**config.mk**
```make
export PLATFORM = sky130hd
export DESIGN_NAME = stable_priority_task_queue_core
export DESIGN_NICKNAME = d
export VERILOG_FILES = /design/src/sv/spq_pkg.sv /design/src/sv/spq_cell.sv /design/src/sv/stable_priority_task_queue_core.sv
export SDC_FILE = /design/constraint.sdc
export NUM_CORES = 1
export LEC_CHECK = 0
export BUFFER_PORTS_ARGS = -buffer_cell sky130_fd_sc_hd__buf_2
export CORE_ASPECT_RATIO = 1.1
export CORE_MARGIN = 4
export CORE_UTILIZATION = 57
export DETAILED_ROUTE_END_ITERATION = 10
export PLACE_DENSITY = 0.77
export SETUP_SLACK_MARGIN = 0.5
export SLEW_MARGIN = 20
export SYNTH_ARGS = -nofsm -noshare
export SYNTH_HDL_FRONTEND = slang
export SYNTH_SLANG_ARGS = --single-unit
```
**constraint.sdc**
```tcl
create_clock -name clk -period 4.97 [get_ports clk]
set_clock_uncertainty 0.1 [all_clocks]
set_input_delay 0.2485 -clock clk [delete_from_list [all_inputs] [get_ports clk]]
set_output_delay 0.2485 -clock clk [all_outputs]
set_load 0.05 [all_outputs]
```
**src/sv/spq_pkg.sv**
```systemverilog
// Shared types and constants for the stable priority task queue.
package spq_pkg;

    localparam int unsigned DEPTH_DEFAULT = 16;
    localparam int unsigned ID_W          = 16;
    localparam int unsigned PRIO_W        = 8;
    localparam int unsigned OCC_W         = 5;
    localparam int unsigned STATUS_W      = 2;

    localparam logic CMD_INSERT  = 1'b0;
    localparam logic CMD_EXECUTE = 1'b1;

    localparam logic [STATUS_W-1:0] ST_INSERTED = 2'd0;
    localparam logic [STATUS_W-1:0] ST_FULL     = 2'd1;
    localparam logic [STATUS_W-1:0] ST_EXECUTED = 2'd2;
    localparam logic [STATUS_W-1:0] ST_EMPTY    = 2'd3;

    typedef struct packed {
        logic              command;
        logic [ID_W-1:0]   task_id;
        logic [PRIO_W-1:0] task_prio;
    } in_t;

    typedef struct packed {
        logic [STATUS_W-1:0] status;
        logic [ID_W-1:0]     out_id;
        logic [PRIO_W-1:0]   out_priority;
        logic [OCC_W-1:0]    occupancy;
    } out_t;

    typedef struct packed {
        logic [ID_W-1:0]   id;
        logic [PRIO_W-1:0] prio;
    } slot_t;

    typedef struct packed {
        logic insert;
        logic pop;
    } spq_ctrl_t;

endpackage

```
**src/sv/spq_cell.sv**
```systemverilog
// One slot of the sorted chain: keeps, takes the new task, or shifts.
module spq_cell
    import spq_pkg::*;
#(
    parameter int unsigned COUNT_W = 5,
    parameter int unsigned INDEX   = 0
)
(
    input  logic               clk,
    input  spq_ctrl_t          ctrl,
    input  slot_t              new_slot,
    input  logic [COUNT_W-1:0] count,
    input  slot_t              left_slot,
    input  logic               left_keep,
    input  slot_t              right_slot,
    output slot_t              slot,
    output logic               keep
);

    slot_t slot_reg;
    slot_t slot_next;
    logic  occupied;

    assign occupied = count > COUNT_W'(INDEX);
    assign keep     = occupied && (slot_reg.prio >= new_slot.prio);
    assign slot     = slot_reg;

    always_comb
    begin
        slot_next = slot_reg;
        if (ctrl.pop)
        begin
            slot_next = right_slot;
        end
        else if (ctrl.insert && !keep)
        begin
            slot_next = left_keep ? new_slot : left_slot;
        end
    end

    always_ff @(posedge clk)
    begin
        slot_reg <= slot_next;
    end

endmodule

```
**src/sv/stable_priority_task_queue_core.sv**
```systemverilog
// The result of an item is registered and presented in the cycle after it is accepted.
// Throughput: one item per cycle while in_stall is low; every slot updates in the same
// cycle, so an insert or an execute takes one pass through the cell chain.
// in_stall rises only while a result is held and out_stall is high.
// Reset (rst_n low, asynchronous) empties the queue and clears the result valid flag.
module stable_priority_task_queue_core
    import spq_pkg::*;
#(
    parameter int unsigned DEPTH = DEPTH_DEFAULT
)
(
    input  logic clk,
    input  logic rst_n,
    input  logic in_valid,
    output logic in_stall,
    input  in_t  in_item,
    output logic out_valid,
    input  logic out_stall,
    output out_t out_item
);

    localparam int unsigned COUNT_W = $clog2(DEPTH + 1);

    logic [COUNT_W-1:0] count_reg;
    logic [COUNT_W-1:0] count_next;
    logic               out_valid_reg;
    logic               out_valid_next;
    out_t               out_reg;
    out_t               out_next;

    logic      accept;
    logic      is_insert;
    logic      full;
    logic      empty;
    spq_ctrl_t ctrl;
    slot_t     new_slot;
    slot_t     slots [DEPTH];
    logic      keeps [DEPTH];

    assign in_stall  = out_valid_reg && out_stall;
    assign accept    = in_valid && !in_stall;
    assign is_insert = in_item.command == CMD_INSERT;
    assign full      = count_reg == COUNT_W'(DEPTH);
    assign empty     = count_reg == '0;
    assign ctrl.insert = accept && is_insert && !full;
    assign ctrl.pop    = accept && !is_insert && !empty;
    assign new_slot.id   = in_item.task_id;
    assign new_slot.prio = in_item.task_prio;

    for (genvar g = 0; g < DEPTH; g++)
    begin : g_cell
        slot_t left_slot;
        slot_t right_slot;
        logic  left_keep;

        if (g == 0)
        begin : g_head
            assign left_slot = new_slot;
            assign left_keep = 1'b1;
        end
        else
        begin : g_body
            assign left_slot = slots[g-1];
            assign left_keep = keeps[g-1];
        end

        if (g == DEPTH - 1)
        begin : g_tail
            assign right_slot = '0;
        end
        else
        begin : g_next
            assign right_slot = slots[g+1];
        end

        spq_cell #(
            .COUNT_W (COUNT_W),
            .INDEX   (g)
        ) u_cell (
            .clk        (clk),
            .ctrl       (ctrl),
            .new_slot   (new_slot),
            .count      (count_reg),
            .left_slot  (left_slot),
            .left_keep  (left_keep),
            .right_slot (right_slot),
            .slot       (slots[g]),
            .keep       (keeps[g])
        );
    end

    always_comb
    begin
        count_next = count_reg;
        if (ctrl.insert)
        begin
            count_next = count_reg + COUNT_W'(1);
        end
        else if (ctrl.pop)
        begin
            count_next = count_reg - COUNT_W'(1);
        end
    end

    always_comb
    begin
        out_next              = out_reg;
        out_next.out_id       = '0;
        out_next.out_priority = '0;
        out_next.occupancy    = OCC_W'(count_next);
        priority if (is_insert && full)
        begin
            out_next.status = ST_FULL;
        end
        else if (is_insert)
        begin
            out_next.status = ST_INSERTED;
        end
        else if (empty)
        begin
            out_next.status = ST_EMPTY;
        end
        else
        begin
            out_next.status       = ST_EXECUTED;
            out_next.out_id       = slots[0].id;
            out_next.out_priority = slots[0].prio;
        end
    end

    always_comb
    begin
        out_valid_next = out_valid_reg;
        if (accept)
        begin
            out_valid_next = 1'b1;
        end
        else if (!out_stall)
        begin
            out_valid_next = 1'b0;
        end
    end

    always_ff @(posedge clk or negedge rst_n)
    begin
        if (!rst_n)
        begin
            count_reg     <= '0;
            out_valid_reg <= 1'b0;
        end
        else
        begin
            count_reg     <= count_next;
            out_valid_reg <= out_valid_next;
        end
    end

    always_ff @(posedge clk)
    begin
        if (accept)
        begin
            out_reg <= out_next;
        end
    end

    assign out_valid = out_valid_reg;
    assign out_item  = out_reg;

endmodule

```
Yosys cells after proc, flatten, opt, wreduce, memory -nomap -nowiden --
Cells that the tools add are included.
Operators by class: eq/ne operators 2, reductions and logical operators 76, bitwise gates (word level) 1, $add $sub $neg 2, mux-type cells 51, magnitude comparators 32
Operators with widths (count):
- $mux W24 | 45
- $ge A8 B8 Y1 | 16
- $gt A5 B4 Y1 const B | 8
- $logic_and A1 B1 Y1 | 39
- $reduce_bool A2 Y1 | 15
- $gt A5 B3 Y1 const B | 4
- $logic_not A1 Y1 | 19
- $gt A5 B1 Y1 const B | 2
- $gt A5 B2 Y1 const B | 2
- $mux W5 | 2
- $add A5 B1 Y5 const B | 1
- $eq A5 B5 Y1 const B | 1
- $logic_not A5 Y1 | 1
- $sub A5 B1 Y5 const B | 1
- $mux W1 | 4
- $reduce_or A3 Y1 | 1
- $ne A2 B1 Y1 const B | 1
- $reduce_or A2 Y1 | 1
- $not A1 Y1 | 1
Storage, ports and cells: register bits 421, input bits 29, word-level logic and storage cells 203, output and inout bits 33

Logic depth before layout (Yosys ltp) --
Gate-level depths: netlist of the first run.
depth in word-level cells 8, mapped depth 11, mapped depth without buffers 7

Cells and area by module --
From an unflattened synthesis of the first run, not the netlist that was laid out.
Unflattened totals: cell total of the unflattened synthesis 2259, area, all modules 24554.8 µm²
By module, submodules not included:
- spq_cell at g_cell[13].u_cell ... | area an instance 1427.6 µm², times used 2, sequential area each 720.7 µm², cells an instance 134
- spq_cell at g_cell[10].u_cell ... | area an instance 1426.4 µm², times used 2, sequential area each 720.7 µm², cells an instance 135
- spq_cell at g_cell[14].u_cell ... | area an instance 1422.6 µm², times used 2, sequential area each 720.7 µm², cells an instance 134
- stable_priority_task_queue_core | area an instance 1557.7 µm², times used 1, sequential area each 1081.0 µm², cells an instance 111
- spq_cell at g_cell[3].u_cell | area an instance 1465.2 µm², times used 1, sequential area each 720.7 µm², cells an instance 135
- spq_cell at g_cell[4].u_cell | area an instance 1463.9 µm², times used 1, sequential area each 720.7 µm², cells an instance 136
- spq_cell at g_cell[15].u_cell | area an instance 1462.7 µm², times used 1, sequential area each 720.7 µm², cells an instance 135
- spq_cell at g_cell[8].u_cell | area an instance 1446.4 µm², times used 1, sequential area each 720.7 µm², cells an instance 134
- spq_cell at g_cell[9].u_cell | area an instance 1442.6 µm², times used 1, sequential area each 720.7 µm², cells an instance 133
- spq_cell at g_cell[0].u_cell | area an instance 1440.1 µm², times used 1, sequential area each 720.7 µm², cells an instance 135
- spq_cell at g_cell[7].u_cell | area an instance 1435.1 µm², times used 1, sequential area each 720.7 µm², cells an instance 132
- spq_cell at g_cell[6].u_cell | area an instance 1432.6 µm², times used 1, sequential area each 720.7 µm², cells an instance 134
- spq_cell at g_cell[5].u_cell | area an instance 1428.9 µm², times used 1, sequential area each 720.7 µm², cells an instance 134
- spq_cell at g_cell[11].u_cell | area an instance 1426.4 µm², times used 1, sequential area each 720.7 µm², cells an instance 134

Least setup slack after synthesis of the first run --
OpenSTA, ideal clock, no wires.
path type in2reg, start point in in_item[1] in the netlist's numbering, end point reg g_cell[2].u_cell.slot_reg, in the netlist g_cell[2].u_cell.slot[0], enable pin, path buffers 2, arrival 3.836 ns, slack 0.595 ns, data required time 4.432 ns, stages 8, library setup time 0.438 ns, cells stage by stage inv_1 -> ha_1 -> a2111o_1 -> a311o_1 -> and2_1 -> clkbuf_1 -> buf_2 -> o21ai_0
Between the ends: longest elaborated chain between the ends 5
Ends and longest elaborated chain:
- from (decl) | line stable_priority_task_queue_core.sv:16 | input in_t in_item,
- $ge A8 B8 Y1 | line spq_cell.sv:25 | assign keep = occupied && (slot_reg.prio >= new_slot.prio);
- $logic_and A1 B1 Y1 | line spq_cell.sv:25
- $logic_not A1 Y1 | line spq_cell.sv:35 | else if (ctrl.insert && !keep)
- $logic_and A1 B1 Y1 | line spq_cell.sv:35
- $reduce_bool A2 Y1 (no source line)
- to (signal assigned) | line spq_cell.sv:43 | slot_reg <= slot_next;
- to (decl) | line spq_cell.sv:20 | slot_t slot_reg;
No other way between the ends. A chain may end at the register's enable or synchronous reset.

==> results of run 1 <==
[final timing paths]
kind / from / to / slack [ps]
min reg2reg: g_cell[1].u_cell.slot[16] / g_cell[0].u_cell.slot[16] / 460
max in group asynchronous: rst_n / count_reg[4] / 3990
max: count_reg[1] / g_cell[7].u_cell.slot[14] / 970
min in group asynchronous: rst_n / count_reg[1] / 540
max reg2reg: count_reg[1] / g_cell[7].u_cell.slot[14] / 970
min: in_item[6] / g_cell[0].u_cell.slot[6] / 60
[tightest hold or removal path, delay by kind of cell]
family | cells | cell delay, ps
buffers and inverters | 1 | 130
AND/OR/NAND/NOR | 2 | 250
[final cells by class]
| cell class | count | area share |
|---|---|---|
| sequential | 421 | 0.457 |
| clock inverter | 20 | 0.00573 |
| timing repair buffer | 170 | 0.0445 |
| tap | 567 | 0.0262 |
| inverter | 39 | 0.00541 |
| clock buffer | 64 | 0.0476 |
| multi-input combinational | 1628 | 0.414 |
[power breakdown]
part / internal (W) / switching (W)
sequential: 0.00522 / 0.000904
clock: 0.00191 / 0.00143
combinational: 0.00216 / 0.00351
total: 0.00930 / 0.00585
[cells by family after synthesis]
family                   after synthesis  share of synthesized area
XOR/XNOR                               4                    0.00142
AO/OA/AOI/OAI                        703                      0.231
adder cells (fa/ha/maj)              134                     0.0681
buffers and inverters                283                     0.0503
flip-flops                           421                      0.502
AND/OR/NAND/NOR                      787                      0.147
[per-stage QoR]
step           total power (W)  std cells
6_report                0.0151       2909
3_3_place_gp            0.0114       2815
4_1_cts                 0.0149       2908
5_1_grt                 0.0158       2909
3_5_place_dp            0.0116       2815
2_1_floorplan          0.00977       2332
[placed cells by master (no fill, tap or decap), types with 8 or more instances in the layout]
| cell type | instances |
|---|---|
| a211oi_1 | 11 |
| a21boi_0 | 17 |
| a21oi_1 | 210 |
| a221o_1 | 312 |
| and2_1 | 24 |
| and3_1 | 51 |
| buf_2 | 61 |
| buf_4 | 95 |
| clkbuf_1 | 12 |
| clkbuf_16 | 47 |
| dfxtp_1 | 24 |
| dlygate4sd3_1 | 9 |
| edfxtp_1 | 391 |
| ha_1 | 134 |
| inv_1 | 39 |
| nand2_1 | 398 |
| nand2b_1 | 18 |
| nand3_1 | 15 |
| nand4_1 | 39 |
| nor2_1 | 45 |
| nor3_1 | 167 |
| o211ai_1 | 28 |
| o21a_1 | 8 |
| o21ai_0 | 20 |
| o311a_1 | 24 |
[per-layer routing]
| metal | track usage | routed length (um) | vias up |
|---|---|---|---|
| li1 | - | - | 9124 |
| met1 | 0.490 | 31500 | 9914 |
| met2 | 0.482 | 34300 | 1586 |
| met3 | 0.0811 | 10700 | 244 |
| met4 | 0.208 | 5880 | 0 |
| met5 | 0 | 0 | - |
==> flow_summary.ini, run 1 <==
[sta]
finalSetupViolCount = 0
final.min_clock_period_ps = 4000
fin_setup_tns_ps = 0
max_freq_ghz = 0.250
slew_violations = 0
rsz0062_at_grt = false
relSlewSlack = 0.246
fin_ws_ps = 967
hold_violations = 0
min_period_over_period = 0.805
tightest_slew_ps = 1130
hold_slack_ps = 56.6

[routing]
wirelength_um = 82400
drt-vias-per-instance = 7.17
drt_iter0_drc = 3779
firstDrtPassIters = 6
vias = 20900
ant_nets = 0
routedWlPerCell_um = 28.3
drc = 0

[worst_setup_path]
crit_buf_inv = 1
cp_num_cells = 6
endpoint_kind = register
max_stage_delay_ps = 980
critical_path_class = reg2reg
arrival_ps = 4340
reg2reg_depth = 6
critical-path-slowest-cell = and2_1
required_ps = 5310
path_cells = inv_1 > ha_1 > or4b_1 > nand3_4 > and2_1 > a221o_1
crit_path_max_fanout = 59
cp-start-kind = register
cpLargestDelayFamily = simple AND/OR/NAND/NOR gates

[placement]
dpl.hpwl_um = 57200
io_buffers = 61
dpl_cell_area_um2 = 25500
pre_cts_ws_ps = 1020
finalWeightedCongestion = 0.980

[die]
core_area_um2 = 42500
die_width_um = 206
start_util = 0.579
num_rows = 79
io_pins = 62
die-area_um2 = 46600
fp.dieH_um = 226

[clock_network]
cts_tree = done
clockRootBuffer = clkbuf_16
post_cts_resized = 0
cts_buffer_depth = 3
clk_pin_slew_ps = 60
clock_latency_ps = 580
post_cts_buffers = 0
htreeDepth = 2
cts_buffers = 45
cts_hold_buf = 9
clock_sinks = 421

[synthesis]
yosysTopAreaCellShare = 0.477
synth_common_cells = 398 x nand2_1, 391 x edfxtp_1, 312 x a221o_1
synthCells = 2332
async_flop_share = 0.0143
synth_warnings = 0
synth_area_per_cell_um2 = 10.6
synth_ff_type = edfxtp_1
synth_edf_count = 391
synth_nets = 2495
synth_area_um2 = 24600
yosysSeqAreaShare = 0.502
yosysMostFrequentCell = nand2_1
netlist_top_cells_area = edfxtp_1 48%, a221o_1 13%, ha_1 6.8%, nand2_1 6.1%, a21oi_1 4.3%
synth_area_leader_cell = edfxtp_1
yosysUniqueCellTypes = 67
ys_ff_latch = 421

[final_layout]
area_delta_synth_final_pct = 9.98
final_cell_area_um2 = 27100
fill_cells = 3278
multiInputGateArea_um2 = 11200
largest_register_ffs = 384
num_antenna_cells = 0
fin_util = 0.637
seq_area_um2 = 12400
drive_gt1_frac = 0.115
fin_nets = 2468

[job]
cap_violations = 0

[power_and_ir_drop]
power.density_nw_per_um2 = 559
ir_worst_vdd_mv = 0.237
leakage_nw = 10.6

[global_routing]
overflow = 0
antenna_found_initial = 0
grt_use_total = 0.346
grt_pass1_wl_um = 121000
grt_pass1_vias = 19100
grt_max_degree = 119

[hold_path]
min_path_type = in2reg
hold_depth = 3

[outcome]
status = finished clean
Note: power is estimated with default switching activity, not from simulation.
==> run 2, diff against run 1 <==
PLACE_DENSITY = 0.8   (was 0.77)
clock period = 3.4 ns   (was 4.97 ns; I/O delays follow)
==> flow_summary.ini, run 2 (same netlist as run 1, synthesis figures left out) <==
[routing]
vias = 21500
drt_iter0_drc = 3798
drc = 0
routedWlPerCell_um = 28.9
firstDrtPassIters = 7
wirelength_um = 85800
ant_nets = 0
drt-vias-per-instance = 7.24

[final_layout]
area_delta_synth_final_pct = 13.8
seq_area_um2 = 12400
num_antenna_cells = 0
layout_commonest_cell = nand2_1
final_cell_mix = 398 x nand2_1, 391 x edfxtp_1, 312 x a221o_1, 209 x a21oi_1, 164 x nor3_1
drive_gt1_frac = 0.144
fill_cells = 3187
instances_no_fill = 2971
multiInputGateArea_um2 = 11400
largest_register_ffs = 384
fin_nets = 2534

[worst_setup_path]
endpoint_kind = register
critical_path_class = reg2reg
cp-start-kind = register
required_ps = 3740
reg2reg_slack_ps = 500
arrival_ps = 3250
crit_path_max_fanout = 30

[sta]
fin_setup_tns_ps = 0
finalSetupViolCount = 0
hold_slack_ps = 15.1
fin_ws_ps = 497
rsz0062_at_grt = false
min_period_over_period = 0.854
relSlewSlack = 0.385
max_freq_ghz = 0.344
final.min_clock_period_ps = 2900
tightest_slew_ps = 918
hold_violations = 0
slew_violations = 0

[global_routing]
overflow = 0
grt_pass1_vias = 19800
grt_pass1_wl_um = 123000
grt_max_degree = 88
antenna_found_initial = 0
grt_use_total = 0.352

[clock_network]
clock_latency_ps = 590
cts_buffer_depth = 3
cts_buffers = 44
cts_tree = done
clk_pin_slew_ps = 60
clock_sinks = 421
htreeDepth = 2
clockRootBuffer = clkbuf_16

[die]
core_area_um2 = 42500
start_util = 0.579
die_width_um = 206
die-area_um2 = 46600
fp.dieH_um = 226
num_rows = 79
io_pins = 62

[placement]
io_buffers = 61
dpl.hpwl_um = 58500
finalWeightedCongestion = 0.984
placed_cells = 2860
pre_cts_ws_ps = 287

[job]
cap_violations = 0

[power_and_ir_drop]
power.density_nw_per_um2 = 792
ir_worst_vdd_mv = 0.440
finalPower_w = 0.0222
leakage_nw = 11.0

[hold_path]
min_path_type = in2reg

[outcome]
status = finished clean
[run 2: changes by cell type in the layout (fill, tap and decap cells not counted), sizes merged, moves of 3 or more]
| cell | delta |
|---|---|
| clkinvlp | +5 |
| o21ai | +3 |
| clkbuf | -4 |
| buf | +52 |
| inv | -4 |
| dlygate4sd3 | +8 |
[run 2: power breakdown]
| part | switching (W) | internal, W |
|---|---|---|
| clock network | 0.00209 | 0.00250 |
| logic | 0.00530 | 0.00343 |
| registers | 0.00126 | 0.00761 |
[run 2: timing repair]
action                                  CTS  global route
hold buffers                             17             0
endpoints found under the hold margin    23             0
endpoints found under the setup margin  146           478
setup buffers                             0             8
gates resized for setup                   5            35
cloned                                    2             5
pin swaps                                 2             2
[run 2: critical path: stages, from the launching register on]
cell and delay [ps]:
dfrtp_1 420, buf_4 190, inv_2 110, ha_4 190, or4b_4 520, nand3_4 240, buf_12 150, buf_16 150
and2_1 160, buf_6 270, a221o_1 220
[run 2: through the flow]
stage / util / cell area, um^2
global route: 0.659 / 28000
floorplan: - / 24800
detailed placement: 0.615 / 26100
global placement: 0.615 / 26100
finish: 0.659 / 28000
CTS: 0.651 / 27700
[run 2: path summary, 6_finish.rpt]
path / from / depth (start not counted) / endpoint
max reg2reg: count_reg[1] / 10 / g_cell[7].u_cell.slot[13]
min: in_item[4] / 3 / g_cell[0].u_cell.slot[4]
max in group asynchronous: rst_n / 3 / out_valid
max: count_reg[1] / 10 / g_cell[7].u_cell.slot[13]
min reg2reg: g_cell[1].u_cell.slot[18] / 2 / g_cell[0].u_cell.slot[18]
min in group asynchronous: rst_n / 3 / count_reg[0]
[run 2: final cells by class]
class | instances | share of cell area
timing repair buffer | 233 | 0.0738
multi-input combinational | 1632 | 0.407
clock buffer | 57 | 0.0418
sequential | 421 | 0.442
inverter | 39 | 0.00576
clock inverter | 22 | 0.00487
tap | 567 | 0.0253
[run 2: layer usage]
metal / global-route usage / share of wire / vias up
met1: 0.500 / 0.38 / 10200
met3: 0.0903 / 0.14 / 288
li1: - / - / 9265
met4: 0.198 / 0.066 / 0
met5: 0 / 0 / -
met2: 0.491 / 0.42 / 1747
